--- src/assert_macros.svh ---
// ----------------------------------------------------------------------------
// Assertion macros used by the top-level RTL file
// Clocked on clk, disabled while rst_n is low.
// ----------------------------------------------------------------------------
`ifndef ASSERT_MACROS_SVH
`define ASSERT_MACROS_SVH

// Same-cycle implication
`define ECD_ASSERT_IMP(lbl, ante, cons) \
  lbl: assert property (@(posedge clk) disable iff (!rst_n) (ante) |-> (cons)) \
    else $error("implication check failed");

// Next-cycle implication
`define ECD_ASSERT_NXT(lbl, ante, cons) \
  lbl: assert property (@(posedge clk) disable iff (!rst_n) (ante) |=> (cons)) \
    else $error("next-cycle check failed");

`endif

--- src/ecd_pkg.sv ---
// ----------------------------------------------------------------------------
// ecd_pkg
// Types and codes shared by the call dispatcher controller and datapath.
// ----------------------------------------------------------------------------
package ecd_pkg;

  localparam int FLOOR_W = 5;
  localparam int KIND_W  = 2;
  localparam int DIR_W   = 2;

  // Input operations
  localparam logic OP_CALL   = 1'b0;
  localparam logic OP_ARRIVE = 1'b1;

  // Result kinds
  localparam logic [KIND_W-1:0] KIND_NONE   = 2'd0;
  localparam logic [KIND_W-1:0] KIND_GO     = 2'd1;
  localparam logic [KIND_W-1:0] KIND_STOP   = 2'd2;
  localparam logic [KIND_W-1:0] KIND_REJECT = 2'd3;

  // Travel directions
  localparam logic [DIR_W-1:0] DIR_NONE = 2'd0;
  localparam logic [DIR_W-1:0] DIR_UP   = 2'd1;
  localparam logic [DIR_W-1:0] DIR_DOWN = 2'd2;

  // Modes
  localparam logic MODE_IDLE = 1'b0;
  localparam logic MODE_RUN  = 1'b1;

  // Commands from controller to datapath
  typedef struct packed {
    logic load;   // capture the input transfer
    logic exec;   // apply the item, finish unless a search is needed
    logic scan;   // search the call bitmap and report
  } ecd_cmd_t;

  // Status from datapath to controller
  typedef struct packed {
    logic needs_scan;
  } ecd_sts_t;

endpackage

--- src/elevator_call_dispatcher.sv ---
// ----------------------------------------------------------------------------
// elevator_call_dispatcher
// Collective-control call dispatcher: call bitmap, target and direction.
// ----------------------------------------------------------------------------
//  channel | handshake         | payload
//  --------+-------------------+--------------------------------------------
//  in_     | start / busy      | in_opcode, in_floor
//  out_    | out_valid strobe  | out_kind, out_target_floor, out_heading,
//          |                   | out_position
//  cfg_    | cfg_we            | cfg_wdata (start floor)
//
//  A call or a rejected or ignored item passes the load and execute steps
//  from transfer to result strobe; an arrival while running also passes the
//  scan step, the nearest-call search over the bitmap. busy is high from
//  transfer until the result is issued. Reset is synchronous and needs no
//  clearing pass. Results are strobed for one cycle; the receiver cannot stall.
// ----------------------------------------------------------------------------
module elevator_call_dispatcher #(
  parameter int NUM_FLOORS = 16
) (
  input  logic                         clk,
  input  logic                         rst_n,
  input  logic                         start,
  output logic                         busy,
  input  logic                         in_opcode,
  input  logic [ecd_pkg::FLOOR_W-1:0]  in_floor,
  input  logic                         cfg_we,
  input  logic [ecd_pkg::FLOOR_W-1:0]  cfg_wdata,
  output logic                         out_valid,
  output logic [ecd_pkg::KIND_W-1:0]   out_kind,
  output logic [ecd_pkg::FLOOR_W-1:0]  out_target_floor,
  output logic [ecd_pkg::DIR_W-1:0]    out_heading,
  output logic [ecd_pkg::FLOOR_W-1:0]  out_position
);

  `include "assert_macros.svh"

  ecd_pkg::ecd_cmd_t cmd;
  ecd_pkg::ecd_sts_t sts;

  // Sequencer
  ecd_ctrl u_ctrl (
    .clk   (clk),
    .rst_n (rst_n),
    .start (start),
    .sts   (sts),
    .cmd   (cmd),
    .busy  (busy)
  );

  // Datapath
  ecd_dpath #(
    .NUM_FLOORS (NUM_FLOORS)
  ) u_dpath (
    .clk              (clk),
    .rst_n            (rst_n),
    .cmd              (cmd),
    .sts              (sts),
    .in_opcode        (in_opcode),
    .in_floor         (in_floor),
    .cfg_we           (cfg_we),
    .cfg_wdata        (cfg_wdata),
    .out_valid        (out_valid),
    .out_kind         (out_kind),
    .out_target_floor (out_target_floor),
    .out_heading      (out_heading),
    .out_position     (out_position)
  );

  // Checks
  `ECD_ASSERT_NXT(a_accept_busy, start && !busy, busy)
  `ECD_ASSERT_IMP(a_result_after_work, out_valid, $past(busy))
  `ECD_ASSERT_IMP(a_go_has_target, out_valid && (out_kind == ecd_pkg::KIND_GO), out_target_floor != '0)
  `ECD_ASSERT_IMP(a_stop_no_heading, out_valid && (out_kind == ecd_pkg::KIND_STOP), (out_heading == ecd_pkg::DIR_NONE) && (out_target_floor == '0))

endmodule

--- src/ecd_ctrl.sv ---
// ----------------------------------------------------------------------------
// ecd_ctrl
// Sequencer: load an item, execute it, optionally run the call search.
// ----------------------------------------------------------------------------
module ecd_ctrl (
  input  logic             clk,
  input  logic             rst_n,
  input  logic             start,
  input  ecd_pkg::ecd_sts_t sts,
  output ecd_pkg::ecd_cmd_t cmd,
  output logic             busy
);

  localparam logic [1:0] S_IDLE = 2'd0;
  localparam logic [1:0] S_EXEC = 2'd1;
  localparam logic [1:0] S_SCAN = 2'd2;

  logic [1:0] state_r;
  logic [1:0] state_nxt;

  // Next state and commands
  always_comb begin
    state_nxt = state_r;
    cmd       = '0;
    case (state_r)
      S_IDLE: begin
        if (start) begin
          cmd.load  = 1'b1;
          state_nxt = S_EXEC;
        end
      end
      S_EXEC: begin
        cmd.exec  = 1'b1;
        state_nxt = sts.needs_scan ? S_SCAN : S_IDLE;
      end
      S_SCAN: begin
        cmd.scan  = 1'b1;
        state_nxt = S_IDLE;
      end
      default: begin
        state_nxt = S_IDLE;
      end
    endcase
  end

  assign busy = (state_r != S_IDLE);

  // Hold state
  always_ff @(posedge clk) begin
    if (!rst_n) begin
      state_r <= S_IDLE;
    end else begin
      state_r <= state_nxt;
    end
  end

endmodule

--- src/ecd_dpath.sv ---
// ----------------------------------------------------------------------------
// ecd_dpath
// Call bitmap, cabin state, nearest-call search and result registers.
// ----------------------------------------------------------------------------
module ecd_dpath #(
  parameter int NUM_FLOORS = 16
) (
  input  logic                                 clk,
  input  logic                                 rst_n,
  input  ecd_pkg::ecd_cmd_t                    cmd,
  output ecd_pkg::ecd_sts_t                    sts,
  input  logic                                 in_opcode,
  input  logic [ecd_pkg::FLOOR_W-1:0]          in_floor,
  input  logic                                 cfg_we,
  input  logic [ecd_pkg::FLOOR_W-1:0]          cfg_wdata,
  output logic                                 out_valid,
  output logic [ecd_pkg::KIND_W-1:0]           out_kind,
  output logic [ecd_pkg::FLOOR_W-1:0]          out_target_floor,
  output logic [ecd_pkg::DIR_W-1:0]            out_heading,
  output logic [ecd_pkg::FLOOR_W-1:0]          out_position
);

  localparam int IDX_W = (NUM_FLOORS > 1) ? $clog2(NUM_FLOORS) : 1;

  // Latched item
  logic                          op_r;
  logic [ecd_pkg::FLOOR_W-1:0]   fl_r;

  // Dispatcher state
  logic [NUM_FLOORS-1:0]         pend_r;
  logic [ecd_pkg::FLOOR_W-1:0]   cur_r;
  logic [ecd_pkg::FLOOR_W-1:0]   tgt_r;
  logic [ecd_pkg::DIR_W-1:0]     dir_r;
  logic                          mode_r;

  // Result registers
  logic                          out_valid_r;
  logic [ecd_pkg::KIND_W-1:0]    out_kind_r;
  logic [ecd_pkg::FLOOR_W-1:0]   out_tgt_r;
  logic [ecd_pkg::DIR_W-1:0]     out_dir_r;
  logic [ecd_pkg::FLOOR_W-1:0]   out_pos_r;

  logic                          fl_ok;
  logic                          cfg_ok;
  logic [NUM_FLOORS-1:0]         fl_bit;
  logic [ecd_pkg::FLOOR_W-1:0]   call_tgt;
  logic [ecd_pkg::DIR_W-1:0]     call_dir;

  logic [NUM_FLOORS-1:0]         up_set;
  logic [NUM_FLOORS-1:0]         dn_set;
  logic [NUM_FLOORS-1:0]         dn_rev;
  logic [NUM_FLOORS-1:0]         up_oh;
  logic [NUM_FLOORS-1:0]         dn_oh;
  logic [IDX_W-1:0]              up_idx;
  logic [IDX_W-1:0]              dn_idx;
  logic [ecd_pkg::FLOOR_W-1:0]   up_fl;
  logic [ecd_pkg::FLOOR_W-1:0]   dn_fl;
  logic [ecd_pkg::FLOOR_W-1:0]   found;

  // Range checks and the one-hot bit of the latched floor
  always_comb begin
    fl_ok  = (fl_r != '0) && (int'(fl_r) <= NUM_FLOORS);
    cfg_ok = (cfg_wdata != '0) && (int'(cfg_wdata) <= NUM_FLOORS);
    for (int i = 0; i < NUM_FLOORS; i++) begin
      fl_bit[i] = (i + 1 == int'(fl_r));
    end
  end

  assign sts.needs_scan = fl_ok && (op_r == ecd_pkg::OP_ARRIVE) &&
                          (mode_r == ecd_pkg::MODE_RUN);

  // Call: retarget when none is set or the floor lies ahead
  always_comb begin
    call_tgt = (tgt_r == '0) ? fl_r : tgt_r;
    if (((dir_r == ecd_pkg::DIR_UP) && (cur_r < fl_r)) ||
        ((dir_r == ecd_pkg::DIR_DOWN) && (cur_r > fl_r))) begin
      call_tgt = fl_r;
    end
    call_dir = (cur_r < call_tgt) ? ecd_pkg::DIR_UP : ecd_pkg::DIR_DOWN;
  end

  // Search: lowest call above the cabin, highest call below it
  always_comb begin
    for (int i = 0; i < NUM_FLOORS; i++) begin
      up_set[i] = pend_r[i] && (i >= int'(cur_r));
      dn_set[i] = pend_r[i] && (i < int'(cur_r) - 1);
    end
    for (int i = 0; i < NUM_FLOORS; i++) begin
      dn_rev[i] = dn_set[NUM_FLOORS-1-i];
    end
    up_oh = up_set & (~up_set + NUM_FLOORS'(1));
    dn_oh = dn_rev & (~dn_rev + NUM_FLOORS'(1));
    up_idx = '0;
    dn_idx = '0;
    for (int i = 0; i < NUM_FLOORS; i++) begin
      if (up_oh[i]) up_idx = up_idx | IDX_W'(i);
      if (dn_oh[i]) dn_idx = dn_idx | IDX_W'(i);
    end
    up_fl = (up_set != '0) ? ecd_pkg::FLOOR_W'(int'(up_idx) + 1) : '0;
    dn_fl = (dn_set != '0) ? ecd_pkg::FLOOR_W'(NUM_FLOORS - int'(dn_idx)) : '0;
    if (cur_r > tgt_r) begin
      found = (dn_fl != '0) ? dn_fl : up_fl;
    end else begin
      found = (up_fl != '0) ? up_fl : dn_fl;
    end
  end

  // Capture the input transfer
  always_ff @(posedge clk) begin
    if (cmd.load) begin
      op_r <= in_opcode;
      fl_r <= in_floor;
    end
  end

  // Result payload
  always_ff @(posedge clk) begin
    if (cmd.exec && !sts.needs_scan) begin
      out_pos_r <= cur_r;
      if (!fl_ok) begin
        out_kind_r <= ecd_pkg::KIND_REJECT;
        out_tgt_r  <= '0;
        out_dir_r  <= dir_r;
      end else if (op_r == ecd_pkg::OP_CALL) begin
        out_kind_r <= ecd_pkg::KIND_GO;
        out_tgt_r  <= fl_r;
        out_dir_r  <= call_dir;
      end else begin
        out_kind_r <= ecd_pkg::KIND_NONE;
        out_tgt_r  <= '0;
        out_dir_r  <= dir_r;
      end
    end else if (cmd.scan) begin
      out_pos_r <= cur_r;
      if (found != '0) begin
        out_kind_r <= ecd_pkg::KIND_GO;
        out_tgt_r  <= found;
        out_dir_r  <= (cur_r < found) ? ecd_pkg::DIR_UP : ecd_pkg::DIR_DOWN;
      end else begin
        out_kind_r <= ecd_pkg::KIND_STOP;
        out_tgt_r  <= '0;
        out_dir_r  <= ecd_pkg::DIR_NONE;
      end
    end
  end

  // Dispatcher state and result strobe
  always_ff @(posedge clk) begin
    if (!rst_n) begin
      pend_r      <= '0;
      cur_r       <= ecd_pkg::FLOOR_W'(1);
      tgt_r       <= '0;
      dir_r       <= ecd_pkg::DIR_NONE;
      mode_r      <= ecd_pkg::MODE_IDLE;
      out_valid_r <= 1'b0;
    end else begin
      out_valid_r <= (cmd.exec && !sts.needs_scan) || cmd.scan;
      if (cfg_we && cfg_ok && (mode_r == ecd_pkg::MODE_IDLE)) begin
        cur_r <= cfg_wdata;
      end
      if (cmd.exec && fl_ok) begin
        if (op_r == ecd_pkg::OP_CALL) begin
          mode_r <= ecd_pkg::MODE_RUN;
          pend_r <= pend_r | fl_bit;
          tgt_r  <= call_tgt;
          dir_r  <= call_dir;
        end else if (mode_r == ecd_pkg::MODE_RUN) begin
          cur_r  <= fl_r;
          pend_r <= pend_r & ~fl_bit;
        end
      end
      if (cmd.scan) begin
        if (found != '0) begin
          tgt_r <= found;
          dir_r <= (cur_r < found) ? ecd_pkg::DIR_UP : ecd_pkg::DIR_DOWN;
        end else begin
          mode_r <= ecd_pkg::MODE_IDLE;
          tgt_r  <= '0;
          dir_r  <= ecd_pkg::DIR_NONE;
        end
      end
    end
  end

  assign out_valid        = out_valid_r;
  assign out_kind         = out_kind_r;
  assign out_target_floor = out_tgt_r;
  assign out_heading      = out_dir_r;
  assign out_position     = out_pos_r;

endmodule

--- config.mk ---
export PLATFORM = sky130hd
export DESIGN_NAME = elevator_call_dispatcher
export DESIGN_NICKNAME = d
export VERILOG_FILES = /design/src/ecd_pkg.sv /design/src/elevator_call_dispatcher.sv /design/src/ecd_ctrl.sv /design/src/ecd_dpath.sv
export VERILOG_INCLUDE_DIRS = /design/src /design/src/src
export SDC_FILE = /design/constraint.sdc
export NUM_CORES = 1
export LEC_CHECK = 0
export BUFFER_PORTS_ARGS = -buffer_cell sky130_fd_sc_hd__buf_2
export CORE_MARGIN = 1.5
export CORE_UTILIZATION = 45
export DETAILED_ROUTE_END_ITERATION = 6
export GPL_TIMING_DRIVEN = 0
export RECOVER_POWER = 25
export SLEW_MARGIN = 0
export SYNTH_ARGS = -nofsm -noshare
export SYNTH_HDL_FRONTEND = slang
export SYNTH_HIERARCHICAL = 1
export SYNTH_SLANG_ARGS = --single-unit
--- constraint.sdc ---
create_clock -name clk -period 11.7 [get_ports clk]
set_input_delay 0.585 -clock clk [delete_from_list [all_inputs] [get_ports clk]]
set_output_delay 0.585 -clock clk [all_outputs]
set_load 0.01 [all_outputs]
# == Word level (Yosys, flattened, before mapping) ==
# Index checks and enable logic that the tools add are counted.
# classes
reduce_logical,59
add_sub_neg,5
muxes,78
n_bitwise,8
eq_ne,23
magnitude_cmp,39
# op_table
op,n
$lt 5x32->1 const A,8
$lt 4x32->1 const A,4
$mux 5,21
$lt 3x32->1 const A,2
$mux 4,16
$and 16x16->16,3
$not 16->16,3
$eq 5x5->1 const A,9
$logic_and 1x1->1,42
$ge 4x5->1 const A,8
$mux 2,19
$add 16x1->16 const B,2
$lt 1x32->1 const A,1
$lt 2x32->1 const A,1
$mux 16,2
$reduce_bool 16->1,2
$reduce_bool 5->1,5
$mux 3,8
$eq 4x5->1 const A,4
$ge 3x5->1 const A,4
$or 16x16->16,1
$lt 5x5->1,3
$mux 1,11
$eq 3x5->1 const A,2
20 further kinds,31
# word_totals
register_bits,52
in_bits,15
wordCells,225
out_inout_bits,16

# == Longest topological paths before layout ==
# Gate-level depths: netlist (run 1).
# logic_depth
ltp_word,31
depth_mapped,26
depth_no_buf,24

# == By module ==
# Netlist (run 1), hierarchy kept.
# by_module_without_submodules
mod,seq_area_each_um2,area_per_inst_um2,n_inst,cells_each
ecd_dpath,1201.2,4461.8,1,527
ecd_ctrl,40.0,90.1,1,8

# == Worst setup path after synthesis (run 1) ==
# No wires, ideal clock.
# synth_path
kind,reg2reg
startpoint,register u_dpath/cur_r[1] in the netlist's numbering
endpoint,"register u_dpath.out_dir_r, in the netlist u_dpath/out_heading[1], data pin"
t_arrival_ps,4942
setup_slack_ps,6488
required_time_ps,11431
synth_period_minus_slack_ps,5212
path_buffers,2
path_stages_with_launch,25
setup_time_ps,269
path_cell_list,dfxtp_1 -> buf_4 -> inv_1 -> ha_1 -> o311ai_1 -> and4_1 -> clkbuf_1 -> nand2_1 -> a2111oi_0 -> or3_1 -> ha_1 -> a41oi_1 -> a31oi_1 -> o22a_1 -> o41a_1 -> or2_1 -> nor2_1 -> a21oi_1 -> ha_1 -> a21o_1 -> a21oi_1 -> nor2b_1 -> or2_2 -> nor2_1 -> o31ai_1
# synth_via
elab_chain_cells,31
word_cells_on_any_way,129
cone_classes,add/sub (5); order compare (37); mux (43); bitwise (4); reduce/logical (40)
# synth_lines
item,line_no,text
from (decl),ecd_dpath.sv:31,logic [ecd_pkg::FLOOR_W-1:0] cur_r;
from (signal assigned),ecd_dpath.sv:151,cur_r <= ecd_pkg::FLOOR_W'(1);
from (signal assigned),ecd_dpath.sv:159,cur_r <= cfg_wdata;
from (signal assigned),ecd_dpath.sv:168,cur_r <= fl_r;
$sub 5x1->6,ecd_dpath.sv:86,dn_set[i] = pend_r[i] && (i < int'(cur_r) - 1);
$lt 5x32->1,ecd_dpath.sv:86,
$logic_and 1x1->1,ecd_dpath.sv:86,
$not 16->16,ecd_dpath.sv:92,dn_oh = dn_rev & (~dn_rev + NUM_FLOORS'(1));
$add 16x1->16,ecd_dpath.sv:92,
$and 16x16->16,ecd_dpath.sv:92,
$mux 1,ecd_dpath.sv:97,if (dn_oh[i]) dn_idx = dn_idx | IDX_W'(i);
$mux 2 (2 in series),ecd_dpath.sv:97,
(+14 left out),-,
$reduce_bool 5->1,ecd_dpath.sv:102,found = (dn_fl != '0) ? dn_fl : up_fl;
$mux 5,ecd_dpath.sv:102,
$mux 5,ecd_dpath.sv:101,if (cur_r > tgt_r) begin
$lt 5x5->1,ecd_dpath.sv:138,out_dir_r <= (cur_r < found) ? ecd_pkg::DIR_UP : ecd_pkg::DIR_DOWN;
$mux 2,ecd_dpath.sv:138,
$mux 2,ecd_dpath.sv:135,if (found != '0) begin
$mux 2,ecd_dpath.sv:133,end else if (cmd.scan) begin
$mux 2 (*),ecd_dpath.sv:118,if (cmd.exec && !sts.needs_scan) begin
to (signal assigned),ecd_dpath.sv:123,out_dir_r <= dir_r;
to (signal assigned),ecd_dpath.sv:138,
to (signal assigned),ecd_dpath.sv:142,out_dir_r <= ecd_pkg::DIR_NONE;
to (decl),ecd_dpath.sv:40,logic [ecd_pkg::DIR_W-1:0] out_dir_r;
# Every way passes the cells marked *; elsewhere a longest branch is shown, timed or not. The select of a mux whose other input is x is not followed.
# A chain may end at the register's enable or synchronous reset.

# == Worst setup path in the final report (run 1) ==
# Ends and elaborated chain as after synthesis.

==> metrics.txt, run 1 <==
status=completed; Post-Syn Area=4550 um^2; Setup crit start kind=flip-flop; total track usage=between 20% and 30%; slowest stage delay, CP=0.70 ns; largest net degree at the start of global routing=17; Seq cells post-synth=between 50 and 60; Die Y=between 100 and 150 um; final max-slew violation count=0; Crit path required time=around 12 ns; # rows=36; post-DR wirelength/cell=19.9 um; Routed Wire Length=roughly 14000 um; clk buf depth=2; number of synthesized flops with an enable pin=20; crit path DAT=between 6 and 7 ns; CTS buffer count=5; Max VDD drop=slightly above 0.00005 V; fin crit period=about 6.5 ns; top cells by count, synth=40 x a21oi_1, 39 x nand2_1, 36 x nor2_1; core area=just under 10000 um^2; Root Driver=clkbuf_8; most common cell in the netlist=a21oi_1; Setup crit end kind=flip-flop; met3 Use GR=approximately 3.5%; Setup CP Type=reg2reg; GRT overflow=0; Post-route DRC=0; Global Route met1 Usage=a little over 40%; met2 capacity usage during global routing=a little under two fifths; Initial Utilization=between 40 and 50%; port bufs=30; Nets=612; Skew-Pair Late Insertion Delay=between 0.3 and 0.4 ns; worst reg2reg endpoint=u_dpath/out_heading[1]; Worst path top cell family by delay=compound AO/OA/AOI/OAI gates; YS warnings=6; layout cells sized above 1=about an eighth; Hold Slack=around 0.44 ns; Most Used Layer, Global Route=met1; RSZ-0062 raised after global routing=no; Final setup viols=0; Resize count post-CTS=0; slowest stage cell, crit path=dfxtp_1; Setup TNS Final=0 ns; clk sinks=52; synth top area cells=dfxtp_1 14%, edfxtp_1 13%, ha_1 6.9%; vias in the first global route=4155; Final Wtd Congestion=a little under 1; cell count after synthesis=roughly 540; Final period util=a little under three fifths; ys async rst share=0%; Leak Pwr=1.89 nW; CTS tree=yes; Layout area overhead=9.13%; final hold vios=0; buffer and inverter count on the worst path=4; CP most frequent cell=ha_1; post-CTS setup buffer count=0; r2r setup slk=5.18 ns; # hold bufs at CTS=0; hold path startpoint=in_floor[1]; Final Skew=0.00497 ns; hold worst-path end=u_dpath/fl_r[1]; die width=104 um; Slew @ Worst Pin=between 0.8 and 0.9 ns; CP Cell Sequence=buf_4 -> inv_1 -> ha_1 -> o311ai_1 -> and4_1 -> clkbuf_1 -> nand2_1 -> a2111oi_0 -> or3_1 -> ha_1 -> a41oi_1 -> a31oi_1 -> o22a_1 -> o41a_1 -> or2_1 -> o2bb2ai_1 -> inv_1 -> ha_1 -> a21o_1 -> a21oi_1 -> nor2b_1 -> or2_2 -> nor2_1 -> o31ai_1; Fill cells=slightly below 1000; Max-slew headroom=45.8%; Power Dens Cells=between 80 and 90 nW/um^2; post-synth top area share=roughly 14%; Reg2Reg Depth=24; Max-Cap Viols=0; DR iter-0 viols=~380; Min-Delay Path Depth=1; sequential area share after synthesis=between 20% and 30%; Netlist cell types=89; Critical Path Fanout Max=10; hold crit path type=in2reg; Ant. Diodes=0; routed vias=about 4500; H-tree lvl count=2; Post-synth top flop=dfxtp_1; Die ar.=about 11000 um^2; syn_nets=around 580; first-pass GRT wire length=22600 um; clock-pin slew on the worst setup and hold paths=about 0.1 ns; hpwl dp=10800 um; Peak Freq=roughly 0.15 GHz; initial antenna violation count=0; first-pass iteration count of the detailed router=5; origin of the critical flop-to-flop path=u_dpath/cur_r[1]; Vias per Instance=roughly 6.4; synthesized area per cell=between 8 and 9 um^2; post-synth top area cell=dfxtp_1; # IOs=31; ANT nets after route=0
[per-stage QoR]
| stage | instance area, um^2 | setup WS [ns] | util, % | power, mW | cells |
|---|---|---|---|---|---|
| floorplan | 4550 | 6.49 | - | 0.279 | 535 |
| global placement | 4870 | 5.30 | 49.8 | 0.306 | 698 |
| detailed placement | 4870 | 5.37 | 49.8 | 0.308 | 698 |
| CTS | 4980 | 5.34 | 50.9 | 0.435 | 706 |
| global route | 4970 | 4.80 | 50.8 | 0.454 | 706 |
| finish | 4970 | 5.18 | 50.8 | 0.433 | 706 |
[area by class of cell]
| cell class | instances | area, um^2 | share of cell area [%] |
|---|---|---|---|
| inverters | 25 | 93.8 | 1.89 |
| clock buffers | 6 | 72.6 | 1.46 |
| flip-flops and latches | 52 | 1240 | 25.0 |
| plain buffers | 26 | 166 | 3.35 |
| clock inverters | 2 | 38.8 | 0.781 |
| repair buffers | 30 | 138 | 2.77 |
| multi-input cells | 432 | 3050 | 61.4 |
| well taps | 133 | 166 | 3.35 |
[per-layer routing]
layer	part of all wire, %	vias to the layer above
met1	49	2118
met3	7.3	26
met5	0	-
met4	2.2	0
li1	-	2169
met2	42	214
[how the worst max path moves through the flow]
stage / startpoint / endpoint / slack [ns] / depth (start not counted)
global route: u_dpath/cur_r[1] / u_dpath/out_heading[1] / 4.80 / 24
detailed placement: u_dpath/cur_r[1] / u_dpath/out_heading[1] / 5.37 / 24
global placement: u_dpath/cur_r[1] / u_dpath/out_heading[1] / 5.30 / 24
CTS: u_dpath/cur_r[1] / u_dpath/out_heading[1] / 5.34 / 24
finish: u_dpath/cur_r[1] / u_dpath/out_heading[1] / 5.18 / 24
floorplan: u_dpath/cur_r[1] / u_dpath/out_heading[1] / 6.49 / 24
[worst reg2reg max path: stages, from the launching register on]
cell and delay [ns]:
dfxtp_1 0.70, buf_4 0.31, inv_1 0.11, ha_1 0.29
o311ai_1 0.50, and4_1 0.26, clkbuf_1 0.30, nand2_1 0.17
a2111oi_0 0.41, or3_1 0.20, ha_1 0.30, a41oi_1 0.25
a31oi_1 0.09, o22a_1 0.24, o41a_1 0.42, or2_1 0.24
o2bb2ai_1 0.34, inv_1 0.11, ha_1 0.19, a21o_1 0.17
a21oi_1 0.13, nor2b_1 0.08, or2_2 0.30, nor2_1 0.09
o31ai_1 0.07
[kinds of logic (layout without fill, tap and decap cells)]
group	after synthesis	after routing	share of synthesized area [%]
AND/OR/NAND/NOR	190	190	23.7
AO/OA/AOI/OAI	204	204	33.5
multiplexers	11	11	2.53
flip-flops	52	52	27.3
XOR/XNOR	2	2	0.385
buffers and inverters	51	89	5.72
adder cells (fa/ha/maj)	25	25	6.87
[power by group]
group | switching, mW | internal, mW | leakage (nW)
Clock | 0.0627 | 0.0647 | 0.0558
Sequential | 0.00773 | 0.194 | 0.449
Combinational | 0.0645 | 0.0393 | 1.38
[cell usage in the layout, fill, tap and decap left out, types with 6 or more instances in the layout]
cell,instances
a211oi_1,13
a21oi_1,40
a311oi_1,16
a31oi_1,11
and2_1,10
and3_1,9
buf_2,24
buf_6,8
clkbuf_1,24
dfxtp_1,32
edfxtp_1,20
ha_1,25
inv_1,24
mux2i_1,7
nand2_1,39
nand3_1,16
nand3b_1,7
nor2_1,36
nor2b_1,13
nor3_1,9
o211ai_1,7
o21a_1,12
o21ai_0,31
or3_1,6
No activity file was read; power rests on OpenSTA's default activity.
==> run 2: changes to the inputs <==
Clock period 11.7 ns to 6.5 ns, I/O delays scaled along.
==> run 2 against run 1 <==
Against the previous run:
- largest power group unchanged
- critical path type unchanged
- clock power increased by 80%
- final cell count shrank 0.14%
- maximum frequency grew 5.5%
- sequential power increased by 80%
- critical endpoint unchanged
- combinational power increased by 82%
- hold slack got worse by 0.26 ns
- core utilization up 0.35 points
- via count increased by 0.57%
==> metrics.txt, run 2 (synthesis results as in run 1) <==
# rows=36; buffer and inverter count on the worst path=2; Max-Cap Viols=0; post-DR wirelength/cell=~20 um; GRT overflow=0; CP Cell Sequence=clkbuf_4 -> inv_1 -> ha_1 -> o311ai_2 -> nand3_1 -> nor2_1 -> nand2_1 -> a2111oi_1 -> or3_1 -> ha_1 -> a41oi_1 -> a31oi_1 -> o22a_1 -> o41a_1 -> or2_1 -> nor2_1 -> a21oi_1 -> ha_1 -> a21o_1 -> a21oi_1 -> nor2b_1 -> or2_2 -> nor2_1 -> o31ai_1; initial antenna violation count=0; # IOs=31; total track usage=about a quarter; layout cells sized above 1=13.6%; Setup TNS Final=0 ns; dpl ws=between 0.15 and 0.2 ns; H-tree lvl count=2; Routed Wire Length=around 14000 um; status=completed; Vias per Instance=between 6 and 7; placed insts=between 600 and 700; Reg2Reg Depth=24; hold crit path type=in2reg; first-pass GRT wire length=22600 um; core area=roughly 10000 um^2; Setup CP Type=reg2reg; Min-Delay Path Depth=1; Final Skew=~0.0047 ns; Root Driver=clkbuf_8; first-pass iteration count of the detailed router=5; DR iter-0 viols=between 400 and 500; clk buf depth=2; Setup crit start kind=flip-flop; commonest non-fill, non-tap cells in the layout=39 x a21oi_1, 39 x nand2_1, 36 x nor2_1; Critical Path Fanout Max=10; Reg area=1240 um^2; Final Wtd Congestion=0.965; Die Y=between 100 and 150 um; Crit path required time=~6.6 ns; Multi-input gate area=3080 um^2; Cell Count, Final, Fillers Out=~700; Peak Freq=about 0.16 GHz; largest net degree at the start of global routing=17; Die ar.=between 10000 and 15000 um^2; Nets=between 600 and 700; Layout area overhead=9.87%; vias in the first global route=a little over 4000; hold path startpoint=in_floor[1]; Post-route DRC=0; Initial Utilization=between 40% and 50%; worst reg2reg endpoint=u_dpath/out_heading[1]; origin of the critical flop-to-flop path=u_dpath/cur_r[0]; hpwl dp=between 10000 and 15000 um; PnR worst setup slack=between 0.3 and 0.4 ns; fin crit period=slightly above 6 ns; clock-pin slew on the worst setup and hold paths=about 0.1 ns; r2r setup slk=between 0.3 and 0.4 ns; final max-slew violation count=0; Fill cells=976; Setup crit end kind=flip-flop; Final period util=between 90% and 100%; slowest stage delay, CP=~0.45 ns; CTS tree=yes; Power Dens Cells=between 150 and 200 nW/um^2; slowest stage cell, crit path=o311ai_2; hold worst-path end=u_dpath/fl_r[1]; Pwr Total=just under 800 uW; Max VDD drop=0.0000909 V; Worst path top cell family by delay=compound AO/OA/AOI/OAI gates; clk sinks=52; final hold vios=0; die width=about 100 um; routed vias=4553; Ant. Diodes=0; port bufs=30; Slew @ Worst Pin=0.812 ns; Max-slew headroom=45.8%; Leak Pwr=between 1.5 and 2 nW; # hold bufs at CTS=0; CTS buffer count=5; Final setup viols=0; ANT nets after route=0; Skew-Pair Late Insertion Delay=about 0.31 ns; crit path DAT=a little over 6 ns
-- run 2: changes by cell type in the layout (fill, tap and decap cells not counted), sizes merged --
cell,before,now
clkbuf,29,28
-- run 2: layout make-up --
cell class	count	share of cell area [%]
repair buffers	30	2.78
flip-flops and latches	52	24.8
clock inverters	2	0.776
well taps	133	3.33
inverters	25	1.88
clock buffers	6	1.45
multi-input cells	432	61.6
plain buffers	25	3.30
-- run 2: timing repair --
action	in CTS	in global routing
setup endpoints to repair	0	4
hold endpoints to repair	0	0
setup buffers	0	0
gates resized for setup	0	9
-- run 2: power by group --
group,internal [mW],switching (mW)
Clock,0.117,0.113
Combinational,0.0710,0.118
Sequential,0.350,0.0140
-- run 2: per-stage QoR --
step | instance area [um^2] | hold slack, ns | util (%)
finish | 5000 | 0.183 | 51.2
global route | 5000 | 0.164 | 51.2
CTS | 4980 | 0.175 | 50.9
detailed placement | 4870 | 0.503 | 49.8
global placement | 4870 | 0.501 | 49.8
floorplan | 4550 | 0.387 | -
-- run 2: worst max-delay path by stage --
stage | start | end | slack [ns] | cells past startpoint
after global routing | u_dpath/cur_r[0] | u_dpath/out_heading[1] | -0.03 | 24
after floorplan | u_dpath/cur_r[1] | u_dpath/out_heading[1] | 1.29 | 24
after global placement | u_dpath/cur_r[1] | u_dpath/out_heading[1] | 0.10 | 24
final | u_dpath/cur_r[0] | u_dpath/out_heading[1] | 0.32 | 24
after detailed placement | u_dpath/cur_r[1] | u_dpath/out_heading[1] | 0.17 | 24
after CTS | u_dpath/cur_r[1] | u_dpath/out_heading[1] | 0.14 | 24
-- run 2: layer usage --
layer	vias to the layer above	wire, um	global-route usage, %
li1	2163	-	-
met1	2143	6750	40.5
met2	220	5940	38.0
met3	27	1200	3.46
met4	0	286	7.34
met5	-	0	0
==> run 3: changes to the inputs <==
Settings changed: ABC_AREA from default to 1, CTS_CLUSTER_SIZE from default to 14.
==> run 3 against run 2 <==
Against the previous run:
- non-clock buffer count decreased by 15
- combinational power shrank 7%
- largest cell class unchanged
- routed wire length fell by 13%
- hold slack better by 0.0036 ns
- final area shrank 1.3%
- critical endpoint is now u_dpath/out_heading[0]
- critical path type unchanged
- maximum frequency is 22% higher
- global-route usage fell by 2.0 points
- highest routed layer unchanged
==> metrics.txt, run 3 <==
Skew-Pair Late Insertion Delay=approximately 0.31 ns; Leak Pwr=around 2.5 nW; Final setup viols=0; Layout area overhead=8.68%; fin crit period=just over 5 ns; top cells by count, synth=125 x nand2_1, 101 x inv_1, 73 x nor2_1; Routed Wire Length=roughly 12000 um; syn_nets=between 700 and 800; Post-route DRC=0; cell count after synthesis=~670; Seq cells post-synth=52; # rows=36; Die ar.=10700 um^2; # hold bufs at CTS=0; clk buf depth=2; Worst path top cell family by delay=simple AND/OR/NAND/NOR gates; Routed met3 length=between 500 and 600 um; routed vias=4414; post-CTS setup buffer count=0; H-tree lvl count=2; layout cells sized above 1=17.3%; Crit path required time=6.68 ns; initial antenna violation count=0; placed insts=829; Nets=around 740; synth top area cells=dfxtp_1 14%, edfxtp_1 13%, nand2_1 10%; most common cell in the netlist=nand2_1; number of synthesized flops with an enable pin=20; sequential area share after synthesis=a little over a quarter; Initial Utilization=a little under half; first-pass iteration count of the detailed router=5; commonest non-fill, non-tap cell in the layout=nand2_1; Pwr Total=approximately 720 uW; slowest stage delay, CP=roughly 0.66 ns; synthesized area per cell=approximately 6.8 um^2; DR iter-0 viols=305; Max-Cap Viols=0; GRT overflow=0; commonest non-fill, non-tap cells in the layout=125 x nand2_1, 101 x inv_1, 74 x nor2_1; PnR worst setup slack=between 1 and 1.5 ns; Peak Freq=slightly below 0.2 GHz; clock-pin slew on the worst setup and hold paths=around 0.10 ns; dpl ws=~1.4 ns; Final Skew=a little under 0.009 ns; CP most frequent cell=nand2_1; Slew @ Worst Pin=0.675 ns; # IOs=31; post-DR wirelength/cell=~15 um; Setup CP Type=reg2reg; largest net degree at the start of global routing=17; ANT nets after route=0; CTS tree=yes; Post-synth top flop=dfxtp_1; port bufs=30; Met2 Routed Length=approximately 5200 um; buffer and inverter count on the worst path=5; Ant. Diodes=0; Vias per Instance=~5.3; slowest stage cell, crit path=dfxtp_1; Setup TNS Final=0 ns; Final Wtd Congestion=approximately 0.95; first-pass GRT wire length=just under 20000 um; clk sinks=52; hold crit path type=in2reg; Max-slew headroom=between 50% and 60%; Root Driver=clkbuf_8; utilization after layout=around half; Max VDD drop=0.000104 V; routed length on met1=between 6000 and 7000 um; YS warnings=6; post-synth top area share=approximately 14%; crit path DAT=about 5.3 ns; hpwl dp=between 10000 and 15000 um; final max-slew violation count=0; Top Metal Used=met4; ys async rst share=0%; Final period util=between 70% and 80%; status=completed; Setup crit end kind=flip-flop; final hold vios=0; Cell Count, Final, Fillers Out=about 840; Critical Path Fanout Max=10; post-synth top area cell=dfxtp_1; die width=103 um; Resize count post-CTS=0; core area=9770 um^2; total track usage=24.3%; RSZ-0062 raised after global routing=no; Power Dens Cells=147 nW/um^2; Netlist cell types=slightly above 50; Die Y=103 um; Post-Syn Area=about 4500 um^2; Setup crit start kind=flip-flop; CTS buffer count=5; vias in the first global route=slightly below 4000
==> run 3: area by class of cell <==
class                   count  area, um^2
flip-flops and latches     52        1240
plain buffers              10        70.1
multi-input cells         492        2800
clock buffers               6        72.6
fillers                  1040        4840
inverters                 112         425
clock inverters             2        12.5
repair buffers             30         145
well taps                 133         166
==> run 3: worst paths after layout <==
check | cells after the start | to | from | slack [ns]
max reg2reg | 33 | u_dpath/out_heading[0] | u_dpath/cur_r[1] | 1.43
min | 1 | u_dpath/op_r | in_opcode | 0.19
min reg2reg | 2 | u_dpath/tgt_r[4] | u_dpath/tgt_r[4] | 0.47
max | 33 | u_dpath/out_heading[0] | u_dpath/cur_r[1] | 1.43
==> run 3: cells by family after synthesis <==
| family | after synthesis | share of synthesized area, % |
|---|---|---|
| DFF | 52 | 27.3 |
| xor gates and xnor gates | 1 | 0.193 |
| and+or+nand+nor | 356 | 40.0 |
| adders and majority gates | 25 | 6.89 |
| buffers and inverters | 122 | 10.9 |
| AOI/OAI and AO/OA | 110 | 14.7 |
==> run 3: metal layers <==
layer / global-route usage, % / up-vias
met1: 36.7 / 2016
met2: 37.3 / 116
met4: 3.85 / 0
li1: - / 2273
met5: 0 / -
met3: 3.36 / 9
==> run 3: report_power, final <==
group / internal (mW) / leakage, nW / switching (mW)
clock: 0.0758 / 0.0428 / 0.111
combinational: 0.0584 / 2.05 / 0.117
sequential: 0.350 / 0.450 / 0.0118
==> run 3: through the flow <==
step	hold slack, ns	area [um^2]
floorplan	0.424	4540
global placement	0.456	4860
detailed placement	0.458	4860
CTS	0.178	4940
global route	0.172	4930
finish	0.187	4930
